[config.mk]
export PLATFORM = sky130hd
export DESIGN_NAME = mmn8_ctrl
export DESIGN_NICKNAME = d
export VERILOG_FILES = /design/src/design/mmn8_pkg.sv /design/src/design/mmn8_ctrl.sv
export SDC_FILE = /design/constraint.sdc
export NUM_CORES = 1
export LEC_CHECK = 0
export CORE_AREA = 2 2 39 41
export DETAILED_ROUTE_END_ITERATION = 7
export DIE_AREA = 0 0 41 43
export DONT_BUFFER_PORTS = 1
export PLACE_DENSITY = 0.46
export SLEW_MARGIN = 20
export SYNTH_ARGS = -nofsm -noshare
export SYNTH_HDL_FRONTEND = slang
export SYNTH_SLANG_ARGS = --single-unit
[constraint.sdc]
create_clock -name clock -period 3.1 [get_ports clock]
set_clock_uncertainty 0.15 [all_clocks]
set_input_delay 0.62 -clock clock [delete_from_list [all_inputs] [get_ports clock]]
set_output_delay 0.62 -clock clock [all_outputs]
set_load 0.03 [all_outputs]
[src/design/mmn8_pkg.sv]
// Package for the min-max normalizer to 8-bit mono pixels.
// Shared widths, the command and status structs between controller and datapath.
// No dependencies.
package mmn8_pkg;

   localparam int MAX_PIXELS  = 16384;
   localparam int SAMPLE_BITS = 16;
   localparam int PIXEL_W     = 8;
   localparam int ADDR_W      = (MAX_PIXELS > 1) ? $clog2(MAX_PIXELS) : 1;
   localparam int CNT_W       = $clog2(MAX_PIXELS + 1);
   localparam int NUM_W       = SAMPLE_BITS + PIXEL_W;
   localparam int STEP_W      = $clog2(PIXEL_W);

   localparam logic KIND_LOAD = 1'b0;
   localparam logic KIND_READ = 1'b1;

   typedef logic signed [SAMPLE_BITS-1:0] sample_type;
   typedef logic [PIXEL_W-1:0]            pixel_type;

   typedef struct packed {
      logic load;
      logic read_start;
      logic div_init;
      logic div_step;
      logic rsp_load;
   } mmn8_cmd_type;

   typedef struct packed {
      logic readable;
   } mmn8_status_type;

endpackage

[src/design/mmn8_ctrl.sv]
// Controller of the normalizer: sequences load, fetch, serial divide and output.
// Depends on mmn8_pkg.
module mmn8_ctrl (
   input  logic                      clock,
   input  logic                      reset,
   input  logic                      req_valid,
   input  logic                      req_kind,
   output logic                      req_ready,
   input  logic                      rsp_ready,
   output logic                      rsp_valid,
   input  mmn8_pkg::mmn8_status_type status,
   output mmn8_pkg::mmn8_cmd_type    cmd
);
   import mmn8_pkg::*;

   typedef enum logic [1:0] {ST_IDLE, ST_FETCH, ST_DIVIDE, ST_OUTPUT} state_type;

   state_type         state_ff, state_in;
   logic [STEP_W-1:0] step_ff, step_in;
   logic              rsp_valid_ff, rsp_valid_in;
   logic              accept;
   logic              out_free;

   assign req_ready = (state_ff == ST_IDLE);
   assign accept    = req_valid && req_ready;
   assign out_free  = !rsp_valid_ff || rsp_ready;
   assign rsp_valid = rsp_valid_ff;

   always_comb begin
      cmd        = '0;
      state_in   = state_ff;
      step_in    = step_ff;
      cmd.load       = accept && (req_kind == KIND_LOAD);
      cmd.read_start = accept && (req_kind == KIND_READ);
      case (state_ff)
         ST_IDLE: begin
            if (cmd.read_start) begin
               state_in = status.readable ? ST_FETCH : ST_OUTPUT;
            end
         end
         ST_FETCH: begin
            cmd.div_init = 1'b1;
            step_in      = '0;
            state_in     = ST_DIVIDE;
         end
         ST_DIVIDE: begin
            cmd.div_step = 1'b1;
            step_in      = step_ff + 1'b1;
            if (step_ff == STEP_W'(PIXEL_W - 1)) begin
               state_in = ST_OUTPUT;
            end
         end
         ST_OUTPUT: begin
            if (out_free) begin
               cmd.rsp_load = 1'b1;
               state_in     = ST_IDLE;
            end
         end
         default: begin
            state_in = ST_IDLE;
         end
      endcase
      rsp_valid_in = cmd.rsp_load || (rsp_valid_ff && !rsp_ready);
   end

   always_ff @(posedge clock) begin
      if (reset) begin
         state_ff     <= ST_IDLE;
         step_ff      <= '0;
         rsp_valid_ff <= 1'b0;
      end else begin
         state_ff     <= state_in;
         step_ff      <= step_in;
         rsp_valid_ff <= rsp_valid_in;
      end
   end

endmodule

After elaboration in Yosys (flattened, before gate mapping)
Cells that the tools add are included.
{"block": "totals", "reg_bits": 6, "latchBits": 0, "ram_bits": 0, "mem_bits_ro": 0, "out_inout_bits": 7, "word_cells": 33, "n_memories": 0}
{"block": "classes", "add_sub_neg": 1, "multipliers": 0, "n_div": 0, "magnitude_cmp": 0, "n_eq_ne": 7, "shifts": 0, "mux": 10, "n_bitwise": 1, "n_reduce_logical": 11}
{"cell": "two-way mux 2 bit", "n": 4}
{"cell": "one-hot mux 2 bit (4 select lines)", "n": 1}
{"cell": "one-hot mux 3 bit (2 select lines)", "n": 1}
{"cell": "equality test 2 bit (second input constant)", "n": 2}
{"cell": "logical AND 1 bit", "n": 4}
{"cell": "two-way mux 1 bit", "n": 4}
{"cell": "inequality test 2 bit (second input constant)", "n": 2}
{"cell": "adder 3 x 1 -> 3 bit (second input constant)", "n": 1}
{"cell": "equality test 3 bit (second input constant)", "n": 1}
{"cell": "AND reduction 3 bit", "n": 1}
{"cell": "equality test 2 x 1 -> 1 bit (second input constant)", "n": 1}
{"cell": "logical NOT 1 bit", "n": 2}
{"cell": "logical NOT 2 bit", "n": 1}
{"cell": "logical OR 1 bit", "n": 2}
{"cell": "inequality test 2 x 1 -> 1 bit (second input constant)", "n": 1}
{"cell": "nonzero test 2 bit", "n": 1}
{"cell": "NOT 1 bit", "n": 1}

Logic depth before layout (Yosys ltp)
Gate-level depths: netlist of run 1.
{"block": "logic_depth", "depth_word": 5, "ltp_mapped": 5, "ltp_nobuf": 5}

Worst setup path before layout of run 1
No wires, ideal clock.
{"block": "synth_timing", "kind": "input port to output port", "start": "input rsp_ready", "end": "output cmd[0] (netlist name)", "arrival_time_ns": 1.367, "setup_slack_ns": 0.963, "cell_stages": 2, "n_path_buf": 0, "path_cell_list": "inv_1 a21boi_0"}
{"item": "from (decl)", "line": "mmn8_ctrl.sv:9", "rtl": "input logic rsp_ready,"}
{"item": "to (decl)", "line": "mmn8_ctrl.sv:12", "rtl": "output mmn8_pkg::mmn8_cmd_type cmd"}

==> results_dict.tcl, run 1 <==
set metrics [dict create \
    timing.fmax_mhz 406 \
    worst_slack_ns 0.636 \
    dr.pass1.iters 2 \
    cap_viol_max_count 0 \
    fp-row-count 14 \
    tritoncts "built" \
    p_comb_frac 0.531 \
    crit_required_ns 2.33 \
    die_w_um 41 \
    io_pins 13 \
    slew_headroom 0.634 \
    synth_top_family_by_area "simple AND/OR/NAND/NOR gates" \
    grt_antenna_before_repair 0 \
    drive_gt1_frac 0.182 \
    hold_viol 0 \
    cts_sinks 6 \
    synth-seq-cells 6 \
    critPathKind "reg -> out" \
    fin_crit_sh 0.795 \
    synth.top_cells.by_area "dfxtp_1 31%, ha_1 20%, nand2b_1 6.5%" \
    synth_area_leader_cell "dfxtp_1" \
    clkPwrFrac 0.190 \
    synthToLayoutAreaGrowth_pct 13.0 \
    grt_pass1_vias 331 \
    final_cell_mix "6 x ha_1, 6 x dfxtp_1, 4 x nor2_1, 4 x nand2b_1, 4 x a21oi_1" \
    period_minus_slack_ns 2.46 \
    net-switching-power_uw 170 \
    synth_area_um2 384 \
    syn_area_per_cell_um2 9.60 \
    hold_class "in -> reg" \
    ys_warn_count 0 \
    critPathArrivalTime_ns 1.69 \
    drv_slew 0 \
    clock_latency_ns 0.25 \
    diodes 0 \
    post_cts_buffers 0 \
    tightest_slew_ns 0.547 \
    fin_tns_setup_ns 0 \
    hold_buffers 0 \
    synthesis.nets 52 \
    netlist.area_leader.share 0.313 \
    synthDistinctLibCells 18 \
    antenna_left 0 \
    pwr_density_cell_nw_per_um2 869 \
    cts_made_buffers 3 \
    vias 302 \
    drt-initial-drc-count 3 \
    place_congestion 0.611 \
    worst-path-max-fanout 7 \
    ir_worst_vdd_mv 0.310 \
    syn_inst 40 \
    floorplan.initialDensity 0.278 \
    yosysSeqAreaShare 0.313 \
    preCtsSetupSlack_ns 0.890 \
    p_leak_nw 0.226 \
    dp_hpwl_um 690 \
    synth-simple-area-share 0.277 \
    status "finished clean" \
    ctsRootBufferMaster "clkbuf_4" \
    port_buffers 0 \
    drt_wl_total_um 825 \
    wl_per_cell_um 13.8 \
    die_height_um 43 \
    cts_max_path_buffers 2 \
    final_nets 58 \
    viasPerCell 5.03 \
    grt_setup_unrepaired "no" \
    synthAdderAreaFrac 0.195 \
    clk_pin_slew_ns 0.05 \
    setup_viol 0 \
    synth_compound_area_frac 0.160 \
    grt.overflow.total 0 \
    cts_resized 0 \
    cts_htree_levels 1 \
    grt_max_degree 8 \
    seqPwrFrac 0.280 \
    core_area_um2 1380 \
    grt.total_usage 0.116 \
    drc 0 \
    worstSetupStartpointType "flip-flop" \
    power.internal_uw 207 \
    switching_share 0.451 \
    grt_pass1_wl_um 1290 \
    synthMuxAreaShare 0.0261 \
    yosys.area_share.xor_xnor 0 \
    final_util 0.314 \
    endpoint_kind "output port" \
    die_area_um2 1760 \
    power_uw 377 \
]
## sequential cells by signal (all words and copies together), names as in the netlist
signal,count
rsp_valid,1
state_ff,2
step_ff,3
## critical path: stages, from the launching register on
cell and delay (ns):
dfxtp_1 0.32, inv_1 0.12, ha_1 0.48, nand2_1 0.09, nor2_1 0.44
## layer usage
layer | track usage | wire length, µm
met5 | 0 | 0
met2 | 0.203 | 465
met3 | 0.0890 | 58
met4 | 0.0400 | 8
met1 | 0.0900 | 292
## synthesized netlist by cell type (all sizes together)
cell type,count
a211o,1
a21bo,1
a21boi,1
a21oi,4
a221oi,1
and3,1
dfxtp,6
ha,6
inv,3
mux2i,1
nand2,1
nand2b,4
nand3,3
nand3b,2
nor2,4
or2b,1
## power groups by stage
stage          sequential (mW)  clock (mW)  combinational [mW]
2_1_floorplan            0.104           0               0.173
3_3_place_gp             0.105           0               0.192
3_5_place_dp             0.107           0               0.202
4_1_cts                  0.106      0.0745               0.202
5_1_grt                  0.108      0.0797               0.217
6_report                 0.106      0.0715               0.200
## final timing paths
path / endpoint / depth (start not counted) / from / slack (ns)
worst max-delay path: cmd[4] / 4 / state_ff[0]$_SDFFE_PP0P_ / 0.64
worst min-delay path: state_ff[0]$_SDFFE_PP0P_ / 1 / reset / 0.28
worst max register to register: state_ff[0]$_SDFFE_PP0P_ / 5 / state_ff[1]$_SDFFE_PP0P_ / 1.40
worst min register to register: step_ff[1]$_SDFFE_PP0P_ / 2 / step_ff[1]$_SDFFE_PP0P_ / 0.32
## logic make-up after synthesis
logic type | Yosys count
buffers and inverters | 3
AOI/OAI and AO/OA | 8
muxes | 1
and+or+nand+nor | 16
DFF | 6
adders and majority gates | 6
## metrics by stage
stage | instance area, µm² | std cells | hold WS, ns
2_1_floorplan | 384 | 40 | 0.293
3_3_place_gp | 412 | 57 | 0.303
3_5_place_dp | 412 | 57 | 0.321
4_1_cts | 434 | 60 | 0.273
5_1_grt | 434 | 60 | 0.271
6_report | 434 | 60 | 0.281
## area by class of cell
| type | count | area (µm²) |
|---|---|---|
| clock buffers | 3 | 22.5 |
| fillers | 147 | 950 |
| multi-input cells | 31 | 253 |
| flip-flops and latches | 6 | 120 |
| well taps | 16 | 20.0 |
| repair buffers | 1 | 7.51 |
| inverters | 3 | 11.3 |
Note: power is estimated with default switching activity, not from simulation.
==> inputs of run 2 (changes only) <==
--- a/config.mk
+++ b/config.mk
@@ -5,11 +5,12 @@
 export SDC_FILE = /design/constraint.sdc
 export NUM_CORES = 1
 export LEC_CHECK = 0
+export ABC_AREA = 1
 export CORE_AREA = 2 2 39 41
 export DETAILED_ROUTE_END_ITERATION = 7
 export DIE_AREA = 0 0 41 43
 export DONT_BUFFER_PORTS = 1
-export PLACE_DENSITY = 0.46
+export PLACE_DENSITY = 0.47
 export SLEW_MARGIN = 20
 export SYNTH_ARGS = -nofsm -noshare
 export SYNTH_HDL_FRONTEND = slang
==> constraint.sdc (replaced) <==
create_clock -name clock -period 2.2 [get_ports clock]
set_clock_uncertainty 0.15 [all_clocks]
set_input_delay 0.44 -clock clock [delete_from_list [all_inputs] [get_ports clock]]
set_output_delay 0.44 -clock clock [all_outputs]
set_load 0.03 [all_outputs]
==> run 2 against run 1 <==
Compared with the run above:
- hold slack got worse by 0.17 ns
- synthesized area decreased by 1.6%
- global-route usage decreased by 2.4 points
- count of clock-buffer cells in the layout unchanged
- final area rose by 2.0%
- critical path type unchanged
- critical endpoint unchanged
- largest power group unchanged
- highest routed layer unchanged
==> results_dict.tcl, run 2 <==
set metrics [dict create \
    fp-row-count 14 \
    core_area_um2 1380 \
    layout.cells.most_common "nand2_1" \
    preCtsSetupSlack_ns 0.561 \
    worstHoldStart "reset" \
    dr.pass1.iters 2 \
    die_area_um2 1760 \
    synth-async-reset-ratio 0 \
    diodes 0 \
    seq_area_um2 120 \
    worst_slack_ns 0.318 \
    cts_htree_levels 1 \
    regMostFlops "step_ff" \
    wl_per_cell_um 9.82 \
    p_leak_nw 0.212 \
    fin_tns_setup_ns 0 \
    power.internal_uw 286 \
    power_uw 532 \
    slew_headroom 0.684 \
    die_w_um 41 \
    cts_resized 0 \
    tritoncts "built" \
    net-switching-power_uw 246 \
    drt_wl_total_um 697 \
    synthDistinctLibCells 16 \
    r2r-end "state_ff[1]$_SDFFE_PP0P_" \
    synthToLayoutAreaGrowth_pct 17.2 \
    seqPwrFrac 0.289 \
    tightest_slew_ns 0.474 \
    r2r-start "state_ff[0]$_SDFFE_PP0P_" \
    status "finished clean" \
    synth.top_cells.by_area "dfxtp_1 32%, ha_1 20%, a21oi_1 7.9%" \
    period_minus_slack_ns 1.88 \
    syn_area_per_cell_um2 7.71 \
    critPathKind "reg -> out" \
    switching_share 0.462 \
    critical_path.max_stage_delay_ns 0.33 \
    viasPerCell 4.59 \
    grt.total_usage 0.0926 \
    final_util 0.320 \
    hold_viol 0 \
    port_buffers 0 \
    hold_buffers 0 \
    grt_antenna_before_repair 0 \
    whs_path_depth 1 \
    drive_gt1_frac 0.273 \
    endpoint_kind "output port" \
    worst-path-max-fanout 4 \
    fin_crit_sh 0.855 \
    grt_setup_unrepaired "no" \
    drc 0 \
    ir_worst_vdd_mv 0.351 \
    hold_class "in -> reg" \
    ctsRootBufferMaster "clkbuf_4" \
    synth-seq-cells 6 \
    drv_slew 0 \
    crit_required_ns 1.61 \
    largest_reg_flops 3 \
    synthesis.nets 61 \
    synthTopCellsByCount "8 x nand2_1, 7 x inv_1, 6 x a21oi_1, 6 x dfxtp_1, 6 x ha_1" \
    vias 326 \
    synth_edf_count 0 \
    drt-initial-drc-count 2 \
    setup_viol 0 \
    cp_cell_sequence "inv_1 > ha_1 > inv_2 > nor3_1 > buf_4" \
    min_to "step_ff[2]$_SDFFE_PP0P_" \
    synth_area_um2 378 \
    cts_sinks 6 \
    cap_viol_max_count 0 \
    critPathArrivalTime_ns 1.29 \
    netlist.area_leader.share 0.318 \
    clk_pin_slew_ns 0.04 \
    clkPwrFrac 0.186 \
    grt_max_degree 7 \
    dp_hpwl_um 590 \
    clock_latency_ns 0.24 \
    post_cts_buffers 0 \
    grt_pass1_vias 304 \
    final_cell_mix "8 x nand2_1, 7 x inv_1, 6 x a21oi_1, 6 x ha_1, 6 x dfxtp_1" \
    syn_inst 49 \
    p_comb_frac 0.525 \
    n_fill_cell 159 \
    yosysSeqAreaShare 0.318 \
    r2r_slack_ns 0.62 \
    die_height_um 43 \
    final_nets 69 \
    synth_area_leader_cell "dfxtp_1" \
    io_pins 13 \
    rr_worst_depth 8 \
    ys.flop_type "dfxtp_1" \
    floorplan.initialDensity 0.273 \
    yosysMostFrequentCell "nand2_1" \
    critPathSlowestCell "dfxtp_1" \
    multi_input_area_um2 220 \
    cts_max_path_buffers 2 \
    ys_warn_count 0 \
    place_congestion 0.586 \
    cts_made_buffers 3 \
    grt.overflow.total 0 \
    antenna_left 0 \
    grt_pass1_wl_um 1060 \
    timing.fmax_mhz 531 \
    pwr_density_cell_nw_per_um2 1200 \
    worstSetupStartpointType "flip-flop" \
]
==> run 2: cell types whose count changed after synthesis, moves of 2 or more <==
| cell | delta |
|---|---|
| nand2_1 | +7 |
| inv_1 | +4 |
| nand2b_1 | -4 |
| inv_2 | +3 |
| a21oi_1 | +2 |
| nor2_1 | -2 |
| nor2_2 | +2 |
==> run 2: worst max-delay path by stage <==
stage / end / start / cells past startpoint
final: cmd[4] / state_ff[0]$_SDFFE_PP0P_ / 5
after global routing: cmd[4] / state_ff[0]$_SDFFE_PP0P_ / 5
after CTS: cmd[4] / state_ff[0]$_SDFFE_PP0P_ / 5
after detailed placement: cmd[4] / state_ff[0]$_SDFFE_PP0P_ / 5
after global placement: cmd[4] / state_ff[0]$_SDFFE_PP0P_ / 5
after floorplan: cmd[4] / state_ff[0]$_SDFFE_PP0P_ / 4
==> run 2: layer usage <==
layer / GRT usage / routed length, µm
met1: 0.101 / 329
met2: 0.134 / 306
met3: 0.0314 / 48
met4: 0.0800 / 12
met5: 0 / 0
==> run 2: kinds of logic after synthesis <==
family                   count (synthesis)  share of synthesized area
AO/OA/AOI/OAI                           10                      0.166
AND/OR/NAND/NOR                         17                      0.219
adder cells (fa/ha/maj)                  6                      0.199
buffers and inverters                   10                     0.0993
flip-flops                               6                      0.318
==> run 2: worst max-delay path: cells and delay by family (launching register included) <==
family	cells	cell delay, ns
fa+ha+maj	1	0.19
buf+inv	3	0.35
flops	1	0.33
simple gates	1	0.18
==> run 2: power groups by stage <==
stage | Sequential [mW] | Clock (mW) | Combinational, mW
after CTS | 0.154 | 0.107 | 0.283
after detailed placement | 0.156 | 0 | 0.282
final | 0.154 | 0.0988 | 0.279
after global placement | 0.155 | 0 | 0.283
after global routing | 0.157 | 0.111 | 0.308
after floorplan | 0.152 | 0 | 0.233
==> run 2: cell type report <==
class,instances,share of cell area
multi-input combinational,33,0.497
timing repair buffer,3,0.0508
sequential,6,0.271
tap,16,0.0452
inverter,10,0.0847
clock buffer,3,0.0508
==> run 2: stage by stage <==
step | cell area (µm²) | instances | hold WS [ns]
floorplan | 378 | 49 | 0.291
detailed placement | 420 | 68 | 0.316
CTS | 443 | 71 | 0.101
global placement | 420 | 68 | 0.309
finish | 443 | 71 | 0.114
global route | 443 | 71 | 0.0981
==> inputs of run 3 (changes only) <==
--- a/config.mk
+++ b/config.mk
@@ -10,7 +10,7 @@
 export DETAILED_ROUTE_END_ITERATION = 7
 export DIE_AREA = 0 0 41 43
 export DONT_BUFFER_PORTS = 1
-export PLACE_DENSITY = 0.47
+export PLACE_DENSITY = 0.46
 export SLEW_MARGIN = 20
 export SYNTH_ARGS = -nofsm -noshare
 export SYNTH_HDL_FRONTEND = slang
==> constraint.sdc (replaced) <==
create_clock -name clock -period 2 [get_ports clock]
set_clock_uncertainty 0.15 [all_clocks]
set_input_delay 0.4 -clock clock [delete_from_list [all_inputs] [get_ports clock]]
set_output_delay 0.4 -clock clock [all_outputs]
set_load 0.03 [all_outputs]
==> run 3 against run 2 <==
Compared with the run above:
- sequential share of layout area is 0.30 points lower
- largest power group unchanged
- core utilization is 0.36 points higher
- hold slack worse by 0.037 ns
- combinational power is 11% higher
==> results_dict.tcl, run 3 (synthesis results as in run 2) <==
set metrics [dict create \
    clk_pin_slew_ns 0.04 \
    whs_path_depth 1 \
    synthToLayoutAreaGrowth_pct 18.5 \
    r2r-end "state_ff[1]$_SDFFE_PP0P_" \
    fp-row-count 14 \
    post_dp_cell_area_um2 425 \
    cts_resized 0 \
    clock_latency_ns 0.24 \
    io_pins 13 \
    cp_num_buf_inv 3 \
    ir_worst_vdd_mv 0.438 \
    place_congestion 0.622 \
    tightest_slew_ns 0.459 \
    grt_setup_unrepaired "no" \
    floorplan.initialDensity 0.273 \
    r2r_slack_ns 0.44 \
    r2r-start "state_ff[0]$_SDFFE_PP0P_" \
    multi_input_area_um2 225 \
    grt_antenna_before_repair 0 \
    viasPerCell 4.49 \
    hold_buffers 0 \
    post_cts_buffers 0 \
    n_fill_cell 158 \
    fin_tns_setup_ns 0 \
    critPathArrivalTime_ns 1.23 \
    min_to "step_ff[1]$_SDFFE_PP0P_" \
    cts_made_buffers 3 \
    timing.fmax_mhz 561 \
    ctsRootBufferMaster "clkbuf_4" \
    worstSetupStartpointType "flip-flop" \
    cts_sinks 6 \
    period_minus_slack_ns 1.78 \
    critPathKind "reg -> out" \
    critPathSlowestCell "dfxtp_1" \
    regMostFlops "step_ff" \
    core_area_um2 1380 \
    antenna_left 0 \
    cts_max_path_buffers 2 \
    status "finished clean" \
    drc 0 \
    tritoncts "built" \
    critical_path.max_stage_delay_ns 0.34 \
    largest_reg_flops 3 \
    slew_headroom 0.694 \
    worst-path-max-fanout 4 \
    cts_htree_levels 1 \
    endpoint_kind "output port" \
    diodes 0 \
    p_leak_nw 0.214 \
    final_nets 69 \
    worstHoldStart "reset" \
    port_buffers 0 \
    grt_pass1_vias 285 \
    drive_gt1_frac 0.291 \
    final_util 0.324 \
    vias 319 \
    drt_wl_total_um 669 \
    rr_worst_depth 8 \
    cap_viol_max_count 0 \
    die_height_um 43 \
    cp_cell_sequence "inv_1 > ha_1 > inv_2 > nor3_2 > buf_4" \
    drt-initial-drc-count 3 \
    grt_pass1_wl_um 1040 \
    seq_area_um2 120 \
    dr.pass1.iters 2 \
    critPathTopFamily "flip-flops" \
    layout.cells.most_common "nand2_1" \
    die_area_um2 1760 \
    grt_max_degree 7 \
    pwr_density_cell_nw_per_um2 1300 \
    hold_class "in -> reg" \
    die_w_um 41 \
    drv_slew 0 \
    grt.total_usage 0.0924 \
    hold_viol 0 \
    final_cell_mix "8 x nand2_1, 7 x inv_1, 6 x a21oi_1, 6 x ha_1, 6 x dfxtp_1" \
    setup_viol 0 \
    fin_crit_sh 0.891 \
    crit_required_ns 1.45 \
    final_area_um2 448 \
    wl_per_cell_um 9.42 \
    grt.overflow.total 0 \
]
-- run 3: cell counts in the layout (fill, tap and decap cells not counted) --
Identical to the previous run, type by type.
-- run 3: per-stage QoR --
step	setup slack [ns]	hold WS, ns	std cells	power, mW
6_report	0.219	0.0769	71	0.584
2_1_floorplan	0.119	0.291	49	0.426
3_5_place_dp	0.427	0.305	68	0.488
5_1_grt	0.102	0.0602	71	0.640
3_3_place_gp	0.439	0.306	68	0.487
4_1_cts	0.186	0.0689	71	0.599
-- run 3: report_power, final --
group / total, mW / internal [mW] / switching, mW
registers: 0.170 / 0.143 / 0.0271
logic: 0.309 / 0.105 / 0.203
clock network: 0.105 / 0.0674 / 0.0375
total: 0.584 / 0.316 / 0.268
-- run 3: final cells by class --
type	count	share of cell area
multi-input combinational	33	0.503
timing repair buffer	3	0.0503
clock buffer	3	0.0503
inverter	10	0.0838
sequential	6	0.268
tap	16	0.0447
-- run 3: how the worst max path moves through the flow --
| stage | start | end | depth (start not counted) |
|---|---|---|---|
| 6_report | state_ff[1]$_SDFFE_PP0P_ | cmd[4] | 5 |
| 5_1_grt | state_ff[1]$_SDFFE_PP0P_ | cmd[4] | 5 |
| 2_1_floorplan | state_ff[0]$_SDFFE_PP0P_ | cmd[4] | 4 |
| 4_1_cts | state_ff[1]$_SDFFE_PP0P_ | cmd[4] | 5 |
| 3_3_place_gp | state_ff[0]$_SDFFE_PP0P_ | state_ff[1]$_SDFFE_PP0P_ | 8 |
| 3_5_place_dp | state_ff[0]$_SDFFE_PP0P_ | state_ff[1]$_SDFFE_PP0P_ | 8 |
-- run 3: routing by layer --
| metal | share of wire | global-route usage | vias to the layer above |
|---|---|---|---|
| met1 | 0.44 | 0.0900 | 132 |
| li1 | - | - | 172 |
| met3 | 0.12 | 0.0628 | 2 |
| met4 | 0.022 | 0.0800 | 0 |
| met2 | 0.42 | 0.125 | 13 |
| met5 | 0 | 0 | - |
-- run 3: worst reg2reg max path, delay by kind of cell, from the launching register on --
family                   cells  cell delay, ns
AND/OR/NAND/NOR              6            0.48
flip-flops                   1            0.37
adder cells (fa/ha/maj)      1            0.37
buffers and inverters        1            0.08
